<file path="src/rtl/core/gst_pkg.sv">
// Package for the stack-based graph traversal: field widths and the sequencer states.
`default_nettype none

package gst_pkg;

	// Fixed widths of the beat fields.
	localparam int unsigned VERTEX_W   = 3;
	localparam int unsigned ROW_BITS_W = 8;

	// Item kinds carried in the kind field.
	localparam logic KIND_LOAD_ROW = 1'b0;
	localparam logic KIND_RUN      = 1'b1;

	// Traversal sequencer, one-hot.
	typedef enum logic [4:0] {
		ST_IDLE     = 5'b00001,
		ST_RD_STACK = 5'b00010,
		ST_RD_ROW   = 5'b00100,
		ST_SCAN     = 5'b01000,
		ST_PUSH     = 5'b10000
	} gst_state_t;

endpackage

`default_nettype wire

</file>
<file path="src/rtl/core/graph_stack_traversal.sv">
// Stack-based depth-first traversal over an adjacency matrix held in on-chip memory.
//
// Input channel (in_valid / in_stall): a beat of kind 0 stores row_bits as the adjacency
// row of vertex row_index; a beat of kind 1 runs a traversal from start_vertex. Row bits
// at or above NUM_VERTICES are dropped, and out-of-range rows or start vertices are
// ignored without any result.
// Output channel (out_valid / out_stall): one beat per visited vertex, in visiting order,
// with last set on the final vertex of the run.
// A run takes each popped vertex through the stack read, row read and scan states, then
// pushes its new neighbours one at a time, as the stack memory has a single write port.
// in_stall is high for the whole run; the next beat is taken as soon as the run ends,
// even while the final result still waits in the output register.
// When the receiver stalls, the scan step waits with its result until the output register
// is free; the row read is held meanwhile, so nothing is lost or reordered.
// Reset clears the row valid bits (so every row reads as empty), the visited marks and the
// stack pointer. The stack memory is not cleared, as a run only reads entries it wrote.
`default_nettype none

module graph_stack_traversal #(
	parameter int NUM_VERTICES = 8
) (
	input  wire logic       clk,
	input  wire logic       arst_n,
	input  wire logic       in_valid,
	output logic            in_stall,
	input  wire logic       kind,
	input  wire logic [2:0] row_index,
	input  wire logic [7:0] row_bits,
	input  wire logic [2:0] start_vertex,
	output logic            out_valid,
	input  wire logic       out_stall,
	output logic [2:0]      vertex,
	output logic            last
);

	import gst_pkg::*;

	// Vertex index width, stack pointer width (holds 0..N) and loadable row bits.
	localparam int VW  = $clog2(NUM_VERTICES);
	localparam int SPW = $clog2(NUM_VERTICES + 1);
	localparam int LB  = (NUM_VERTICES < ROW_BITS_W) ? NUM_VERTICES : ROW_BITS_W;

	// Both stores are single-port-write memories with a registered read.
	logic [NUM_VERTICES-1:0] row_mem   [NUM_VERTICES];
	logic [VW-1:0]           stack_mem [NUM_VERTICES];

	gst_state_t              state_q;
	logic [SPW-1:0]          sp_q;
	logic [NUM_VERTICES-1:0] visited_q;
	logic [NUM_VERTICES-1:0] new_q;
	logic [NUM_VERTICES-1:0] row_valid_q;
	logic [VW-1:0]           v_q;
	logic                    row_ok_q;
	logic [NUM_VERTICES-1:0] row_rdata_q;
	logic [VW-1:0]           stk_rdata_q;
	logic                    out_valid_q;
	logic [VERTEX_W-1:0]     vertex_q;
	logic                    last_q;

	logic                    in_acc;
	logic                    row_in_range;
	logic                    start_in_range;
	logic [NUM_VERTICES-1:0] load_row;
	logic                    row_we;
	logic                    stk_we;
	logic [VW-1:0]           stk_waddr;
	logic [VW-1:0]           stk_wdata;
	logic [VW-1:0]           stk_raddr;
	logic [VW-1:0]           push_idx;
	logic [NUM_VERTICES-1:0] push_bit;
	logic [NUM_VERTICES-1:0] edges;
	logic [NUM_VERTICES-1:0] fresh;
	logic                    out_free;
	logic                    out_load;
	logic                    out_last_d;

	assign in_stall = (state_q != ST_IDLE);
	assign in_acc   = in_valid && !in_stall;

	assign row_in_range   = (32'(row_index) < NUM_VERTICES);
	assign start_in_range = (32'(start_vertex) < NUM_VERTICES);

	// Incoming row, cut or widened to one bit per vertex.
	always_comb begin
		load_row = '0;
		for (int j = 0; j < LB; j++) begin
			load_row[j] = row_bits[j];
		end
	end

	assign row_we = in_acc && (kind == KIND_LOAD_ROW) && row_in_range;

	// Lowest unpushed neighbour goes first, so neighbours pop in descending order.
	always_comb begin
		push_idx = '0;
		for (int j = NUM_VERTICES - 1; j >= 0; j--) begin
			if (new_q[j]) begin
				push_idx = VW'(j);
			end
		end
	end
	assign push_bit = new_q & (~new_q + NUM_VERTICES'(1));

	// The start vertex is written into entry zero; later pushes go to the pointer.
	always_comb begin
		stk_we    = 1'b0;
		stk_waddr = sp_q[VW-1:0];
		stk_wdata = push_idx;
		if (state_q == ST_IDLE) begin
			stk_we    = in_acc && (kind == KIND_RUN) && start_in_range;
			stk_waddr = '0;
			stk_wdata = VW'(start_vertex);
		end else if (state_q == ST_PUSH) begin
			stk_we = 1'b1;
		end
	end
	assign stk_raddr = sp_q[VW-1:0] - VW'(1);

	// A row that was never loaded reads as having no edges.
	assign edges      = row_ok_q ? row_rdata_q : '0;
	assign fresh      = edges & ~visited_q;
	assign out_free   = !out_valid_q || !out_stall;
	assign out_load   = (state_q == ST_SCAN) && out_free;
	assign out_last_d = (sp_q == '0) && (fresh == '0);

	// The row read is taken only for the popped vertex, so it holds through a stalled scan.
	always_ff @(posedge clk) begin
		if (row_we) begin
			row_mem[VW'(row_index)] <= load_row;
		end
		if (state_q == ST_RD_ROW) begin
			row_rdata_q <= row_mem[stk_rdata_q];
		end
	end

	always_ff @(posedge clk) begin
		if (stk_we) begin
			stack_mem[stk_waddr] <= stk_wdata;
		end
		stk_rdata_q <= stack_mem[stk_raddr];
	end

	always_ff @(posedge clk or negedge arst_n) begin
		if (!arst_n) begin
			state_q     <= ST_IDLE;
			sp_q        <= '0;
			visited_q   <= '0;
			new_q       <= '0;
			row_valid_q <= '0;
			out_valid_q <= 1'b0;
		end else begin
			if (out_load) begin
				out_valid_q <= 1'b1;
			end else if (!out_stall) begin
				out_valid_q <= 1'b0;
			end

			case (state_q)
				ST_IDLE: begin
					if (row_we) begin
						row_valid_q[VW'(row_index)] <= 1'b1;
					end
					if (in_acc && (kind == KIND_RUN) && start_in_range) begin
						visited_q <= NUM_VERTICES'(1) << VW'(start_vertex);
						sp_q      <= SPW'(1);
						state_q   <= ST_RD_STACK;
					end
				end
				ST_RD_STACK: begin
					sp_q    <= sp_q - SPW'(1);
					state_q <= ST_RD_ROW;
				end
				ST_RD_ROW: begin
					state_q <= ST_SCAN;
				end
				ST_SCAN: begin
					if (out_free) begin
						visited_q <= visited_q | fresh;
						new_q     <= fresh;
						if (fresh != '0) begin
							state_q <= ST_PUSH;
						end else if (sp_q == '0) begin
							state_q <= ST_IDLE;
						end else begin
							state_q <= ST_RD_STACK;
						end
					end
				end
				ST_PUSH: begin
					sp_q  <= sp_q + SPW'(1);
					new_q <= new_q & ~push_bit;
					if ((new_q & ~push_bit) == '0) begin
						state_q <= ST_RD_STACK;
					end
				end
				default: begin
					state_q <= ST_IDLE;
				end
			endcase
		end
	end

	// Popped vertex and its row-valid bit, taken as the stack read returns.
	always_ff @(posedge clk) begin
		if (state_q == ST_RD_ROW) begin
			v_q      <= stk_rdata_q;
			row_ok_q <= row_valid_q[stk_rdata_q];
		end
		if (out_load) begin
			vertex_q <= VERTEX_W'(v_q);
			last_q   <= out_last_d;
		end
	end

	assign out_valid = out_valid_q;
	assign vertex    = vertex_q;
	assign last      = last_q;

	// The stack never holds more than one entry per vertex.
	a_sp_bound: assert property (@(posedge clk) disable iff (!arst_n)
		32'(sp_q) <= NUM_VERTICES)
		else $error("stack pointer beyond vertex count");

	// A pop is only issued with something on the stack.
	a_pop_nonempty: assert property (@(posedge clk) disable iff (!arst_n)
		(state_q == ST_RD_STACK) |-> (sp_q != '0))
		else $error("pop from empty stack");

	// Neighbours waiting to be pushed are already marked visited.
	a_push_marked: assert property (@(posedge clk) disable iff (!arst_n)
		(state_q == ST_PUSH) |-> ((new_q & ~visited_q) == '0) && (new_q != '0))
		else $error("push of unmarked or missing neighbour");

	// The final result of a run returns the sequencer to idle.
	a_last_ends_run: assert property (@(posedge clk) disable iff (!arst_n)
		(out_load && out_last_d) |=> (state_q == ST_IDLE))
		else $error("run continues after final result");

	// The sequencer stays idle unless a beat is accepted.
	a_run_from_idle: assert property (@(posedge clk) disable iff (!arst_n)
		(state_q == ST_IDLE) && $past(state_q == ST_IDLE) && !in_acc |=> (state_q == ST_IDLE))
		else $error("run started without an accepted beat");

endmodule

`default_nettype wire

</file>
<file path="config.mk">
export PLATFORM = sky130hd
export DESIGN_NAME = graph_stack_traversal
export DESIGN_NICKNAME = d
export VERILOG_FILES = /design/src/rtl/core/gst_pkg.sv /design/src/rtl/core/graph_stack_traversal.sv
export SDC_FILE = /design/constraint.sdc
export NUM_CORES = 1
export LEC_CHECK = 0
export BUFFER_PORTS_ARGS = -buffer_cell sky130_fd_sc_hd__buf_2
export CAP_MARGIN = 20
export CORE_UTILIZATION = 55
export CTS_CLUSTER_DIAMETER = 30
export CTS_CLUSTER_SIZE = 25
export DETAILED_ROUTE_END_ITERATION = 6
export PLACE_DENSITY = 0.75
export SKIP_CTS_REPAIR_TIMING = 1
export SYNTH_ARGS = -nofsm -noshare
export SYNTH_HDL_FRONTEND = slang
export SYNTH_SLANG_ARGS = --single-unit
</file>
<file path="constraint.sdc">
create_clock -name clk -period 2.2 [get_ports clk]
set_input_delay 0.11 -clock clk [delete_from_list [all_inputs] [get_ports clk]]
set_output_delay 0.11 -clock clk [all_outputs]
set_load 0.005 [all_outputs]
</file>
-- Yosys cells after proc, flatten, opt, wreduce, memory -nomap -nowiden
Memory sizes are Yosys's and may differ from the RTL's. A register that Yosys moved wholly into a read port is not among the register bits.
Cells that the tools add are included.
- add/subtract/negate cells: 4
- multiply operators: 0
- div/mod/pow operators: 0
- order comparisons: 3
- eq/ne operators: 10
- shift operators: 1
- mux-type cells: 36
- bitwise gates (word level): 9
- reductions and logical operators: 22
- operators with widths (operator ; count):
    8-bit two-way mux ; 4
    8-bit one-hot mux with 2 select lines ; 2
    3-bit two-way mux ; 10
    5-bit one-hot mux with 5 select lines ; 1
    8-bit bitwise AND ; 3
    8-bit NOT ; 3
    5-bit two-way mux ; 4
    8-bit zero test ; 2
    8-bit bitwise OR ; 2
    4-bit one-hot mux with 3 select lines ; 1
    1-bit two-way mux ; 10
    8-bit by 1-bit adder with 8-bit output, second input constant ; 1
    3-bit by 4-bit less-than comparator with 1-bit output, second input constant ; 2
    8-bit nonzero test ; 1
    1-bit by 3-bit left shift with 8-bit output, first input constant ; 1
    1-bit logical AND ; 6
    2-bit by 1-bit != test with 1-bit output, second input constant ; 3
    2-bit AND reduction ; 3
    3-bit AND reduction ; 2
    5-bit by 1-bit == test with 1-bit output, second input constant ; 1
    5-bit by 2-bit == test with 1-bit output, second input constant ; 1
    5-bit by 3-bit == test with 1-bit output, second input constant ; 1
    5-bit by 4-bit == test with 1-bit output, second input constant ; 1
    5-bit == test, second input constant ; 1
    other kinds (16) ; 19
- flip-flop bits (word level): 42
- latch bits: 0
- bits in writable memories: 88
- ROM bits: 0
- input bits: 19
- output and inout port bits: 6
- logic and storage cells: 97
- memories kept: 2
- memory list (memory ; depth ; width ; read ports ; clocked after memory_dff ; wr ports ; RTL line ; RTL):
    row_mem ; 8 ; 8 ; 1 ; 1 ; 1 ; graph_stack_traversal.sv:44 ; logic [NUM_VERTICES-1:0] row_mem [NUM_VERTICES];
    stack_mem ; 8 ; 3 ; 1 ; 1 ; 1 ; graph_stack_traversal.sv:45 ; logic [VW-1:0] stack_mem [NUM_VERTICES];

-- Logic depth before layout (Yosys ltp)
- depth after elaboration: 9
- mapped depth: 10
- gate-level depth less buffers: 8

-- Worst setup path before layout
No wires, ideal clock.
- path kind: register to register
- start point: register state_q[3]
- end point: memory row_mem[0][0] (enable)
- setup time: 385 ps
- data arrival time: 1965 ps
- required time: 1815 ps
- slack: -149 ps
- cell stages (with the launch flop): 6
- cell sequence: dfrtp_1 clkbuf_1 nor4_1 nand3_1 or3_1 nor3_1
- longest elaborated chain between the ends: 6
- ends and longest elaborated chain (item ; RTL line ; RTL):
    from (decl) ; graph_stack_traversal.sv:47 ; gst_state_t state_q;
    from (signal assigned) ; graph_stack_traversal.sv:145 ; state_q <= ST_IDLE;
    from (signal assigned) ; graph_stack_traversal.sv:166 ; state_q <= ST_RD_STACK;
    from (signal assigned) ; graph_stack_traversal.sv:171 ; state_q <= ST_RD_ROW;
    5-bit by 1-bit != test with 1-bit output ; graph_stack_traversal.sv:77 ; assign in_stall = (state_q != ST_IDLE);
    1-bit zero test ; graph_stack_traversal.sv:78 ; assign in_acc = in_valid && !in_stall;
    1-bit logical AND ; graph_stack_traversal.sv:78 ;
    1-bit logical AND ; graph_stack_traversal.sv:91 ; assign row_we = in_acc && (kind == KIND_LOAD_ROW) && row_in_range;
    1-bit two-way mux ; graph_stack_traversal.sv:128 ; if (row_we) begin
    1-bit two-way mux (implied by the code) ; graph_stack_traversal.sv:129 ; row_mem[VW'(row_index)] <= load_row;
    to (decl) ; graph_stack_traversal.sv:44 ;
Every way passes these cells.

-- Worst setup path in the final report
- start point: register state_q[4]
- end point: memory row_mem[4][2] (enable)
Same word-level chain as after synthesis.

==> results_dict.tcl <==
set metrics [dict create \
    status "finished, violations left" \
    violations "negative hold slack" \
    syn_nets 411 \
    dieArea_um2 11200 \
    cp_slowest_cell "or3_1" \
    core_region_area_um2 10400 \
    cp_top_family "simple AND/OR/NAND/NOR gates" \
    cts_root_buf "clkbuf_8" \
    worst_pin_slew_ns 0.891 \
    ys_seq_elements 141 \
    worstSetupPathType "flop to flop" \
    wl_per_cell_um 20.0 \
    synth.yosys.seq_area_share 0.681 \
    start_kind "flop" \
    synth_top_area_frac 0.527 \
    drtIter0Drc 199 \
    final_cells 604 \
    finalInstanceArea_um2 7060 \
    setup_tns_ns 0 \
    r2r_cells 6 \
    synth.area.top_cells "edfxtp_1, dfrtp_1, mux4_2, mux2_2, a21oi_1" \
    hold_class "input pin to flop" \
    timing.hold.ws_ns -0.0310 \
    antenna_left 0 \
    postLayoutCoreUtil 0.681 \
    die_w_um 106 \
    worstHoldStart "kind" \
    ios 25 \
    rows 37 \
    r2r_end "row_mem[4][2]" \
    htreeDepth 4 \
    finalWeightedCongestion 0.923 \
    sw_frac_of_total 0.292 \
    start_util 0.571 \
    seqPwrFrac 0.422 \
    synthCells 387 \
    yosysMostFrequentCell "edfxtp_1" \
    antenna_found_initial 0 \
    relSlewSlack 0.404 \
    via_per_inst 5.87 \
    combPwrFrac 0.279 \
    setup_viol 0 \
    worst_slack_ns 0.101 \
    synth.cell_area_um2 5920 \
    synth.largest_area_cell "edfxtp_1" \
    cts.clk_slew.worst_paths_ns 0.06 \
    cts.sinks 141 \
    p_total_mw 8.36 \
    total_leakage_power_nw 2.61 \
    die_h_um 106 \
    placed_area_um2 6370 \
    postSynthAreaPerCell_um2 15.3 \
    crit_arrival_ns 2.33 \
    grt_max_degree 35 \
    dr.pass1.iters 6 \
    regArea_um2 4040 \
    cp_data_required_time_ns 2.43 \
    track_usage 0.241 \
    p_clk_frac 0.299 \
    synth_warnings 0 \
    cp_slowest_stage_delay_ns 0.42 \
    gr-total-overflow 0 \
    cts_tree "built" \
    nNetsFinal 479 \
    crit_buf_inv 2 \
    synthTopCellsByCount "edfxtp_1, dfrtp_1, nor2_1" \
    crit_path_max_fanout 9 \
    io_buffers 24 \
    drive_above_1_share 0.280 \
    cts_inserted_buffers 17 \
    num_antenna_cells 0 \
    hold_violations 1 \
    p_switching_mw 2.44 \
    vdd_ir_drop_max_uv 773 \
    period_minus_slack_ns 2.10 \
    finalClockSkew_ns 0.00778 \
    slew_viol_final 0 \
    reg2reg_slack_ns 0.10 \
    synth_flop_cell "edfxtp_1" \
    vias 3548 \
    p_int_mw 5.92 \
    fillers 712 \
    clk_path_buf_depth 2 \
    fin_crit_sh 0.954 \
    r2r_start "state_q[4]" \
    multi_input_area_um2 1780 \
    area_delta_synth_final_pct 19.1 \
    crit_cells 6 \
    fmax_mhz 476 \
    synth.distinct_cells 48 \
    cp-endpoint "row_mem[4][2]" \
    powerDensity_nw_per_um2 1180 \
    dp_hpwl_um 8020 \
    grt_pass1_wl_um 19100 \
    max_cap_viol_count 0 \
    wirelength_um 12100 \
    drc_errors 0 \
    startpoint "state_q[4]" \
    insertion_delay_ns 0.53 \
    dp.cells 557 \
    post-place-ws_ns 0.111 \
    synth_edf_count 104 \
    synth-async-reset-ratio 0.241 \
    grt_pass1_vias 3460 \
    crit_chain "nor4_2 -> buf_4 -> nand3_1 -> or3_1 -> nor2_1 -> buf_4" \
    crit_path_frequent_cell "buf_4" \
    cp-end-kind "flop" \
]
-- worst reg2reg max path, stage by stage (launching register included) --
cell and delay (ns):
dfrtp_1 0.38, nor4_2 0.34, buf_4 0.17, nand3_1 0.11, or3_1 0.42, nor2_1 0.17
buf_4 0.20
-- cell type report --
cell class,count,area share
flip-flops and latches,141,0.572
multi-input cells,215,0.252
clock inverters,11,0.0124
well taps,136,0.0241
repair buffers,68,0.0709
inverters,12,0.00638
clock buffers,21,0.0622
-- power groups by stage --
stage	clock network (mW)	logic [mW]	registers, mW
finish	2.49	2.33	3.53
global route	2.67	2.55	3.56
CTS	2.55	2.34	3.52
detailed placement	0	2.30	3.57
global placement	0	2.26	3.55
floorplan	0	1.69	3.47
-- cells by family (layout without fill, tap and decap cells) --
| kind of cell | after synthesis | count (layout) | share of synthesized area |
|---|---|---|---|
| AO/OA/AOI/OAI | 65 | 65 | 0.0752 |
| XOR/XNOR | 4 | 4 | 0.00592 |
| flip-flops | 141 | 141 | 0.681 |
| buffers and inverters | 31 | 112 | 0.0203 |
| AND/OR/NAND/NOR | 102 | 102 | 0.0864 |
| adder cells (fa/ha/maj) | 7 | 7 | 0.0152 |
| multiplexers | 37 | 37 | 0.116 |
-- placed cells by master (no fill, tap or decap), types with 3 or more instances in the layout --
| cell | Yosys | final |
|---|---|---|
| ha_1 | 4 | 4 |
| edfxtp_1 | 104 | 104 |
| a21o_1 | 6 | 6 |
| o21ai_0 | 6 | 6 |
| clkinv_4 | 0 | 4 |
| buf_4 | 0 | 28 |
| nor3_1 | 14 | 13 |
| dfxtp_1 | 3 | 3 |
| nor4_1 | 4 | 3 |
| a32o_1 | 5 | 5 |
| buf_2 | 3 | 24 |
| o22a_1 | 3 | 3 |
| mux4_2 | 24 | 24 |
| clkinvlp_4 | 0 | 4 |
| a31oi_1 | 6 | 6 |
| a21oi_1 | 19 | 19 |
| clkbuf_1 | 12 | 3 |
| xor2_1 | 3 | 3 |
| nand2b_1 | 6 | 6 |
| or2_2 | 4 | 4 |
| nor2b_1 | 9 | 9 |
| mux2_2 | 12 | 12 |
| o211ai_1 | 3 | 3 |
| clkbuf_16 | 0 | 16 |
| inv_1 | 12 | 12 |
| o21bai_1 | 6 | 6 |
| nor2_1 | 25 | 25 |
| dfrtp_1 | 33 | 33 |
| nand3_1 | 8 | 8 |
| o31ai_1 | 3 | 3 |
| dlygate4sd3_1 | 0 | 15 |
| nand2_1 | 19 | 19 |
-- registers in the layout (all words and copies together) (netlist names) --
| name | cells |
|---|---|
| last | 1 |
| row_rdata_q | 8 |
| vertex | 3 |
| v_q | 3 |
| stk_rdata_q | 3 |
| new_q | 8 |
| state_q | 5 |
| row_mem | 64 |
| row_ok_q | 1 |
| out_valid | 1 |
| visited_q | 8 |
| row_valid_q | 8 |
| stack_mem | 24 |
| sp_q | 4 |
-- per-layer routing --
metal,part of all wire,GRT usage
met4,0.023,0.0913
met1,0.40,0.306
met3,0.062,0.0779
met2,0.52,0.389
met5,0,0
-- worst min path at each step --
stage	to	depth (start not counted)
detailed placement	state_q[1]	1
CTS	row_valid_q[7]	1
floorplan	new_q[0]	0
finish	state_q[0]	4
global placement	out_valid	1
global route	visited_q[7]	3
Note: power is estimated with default switching activity, not from simulation.
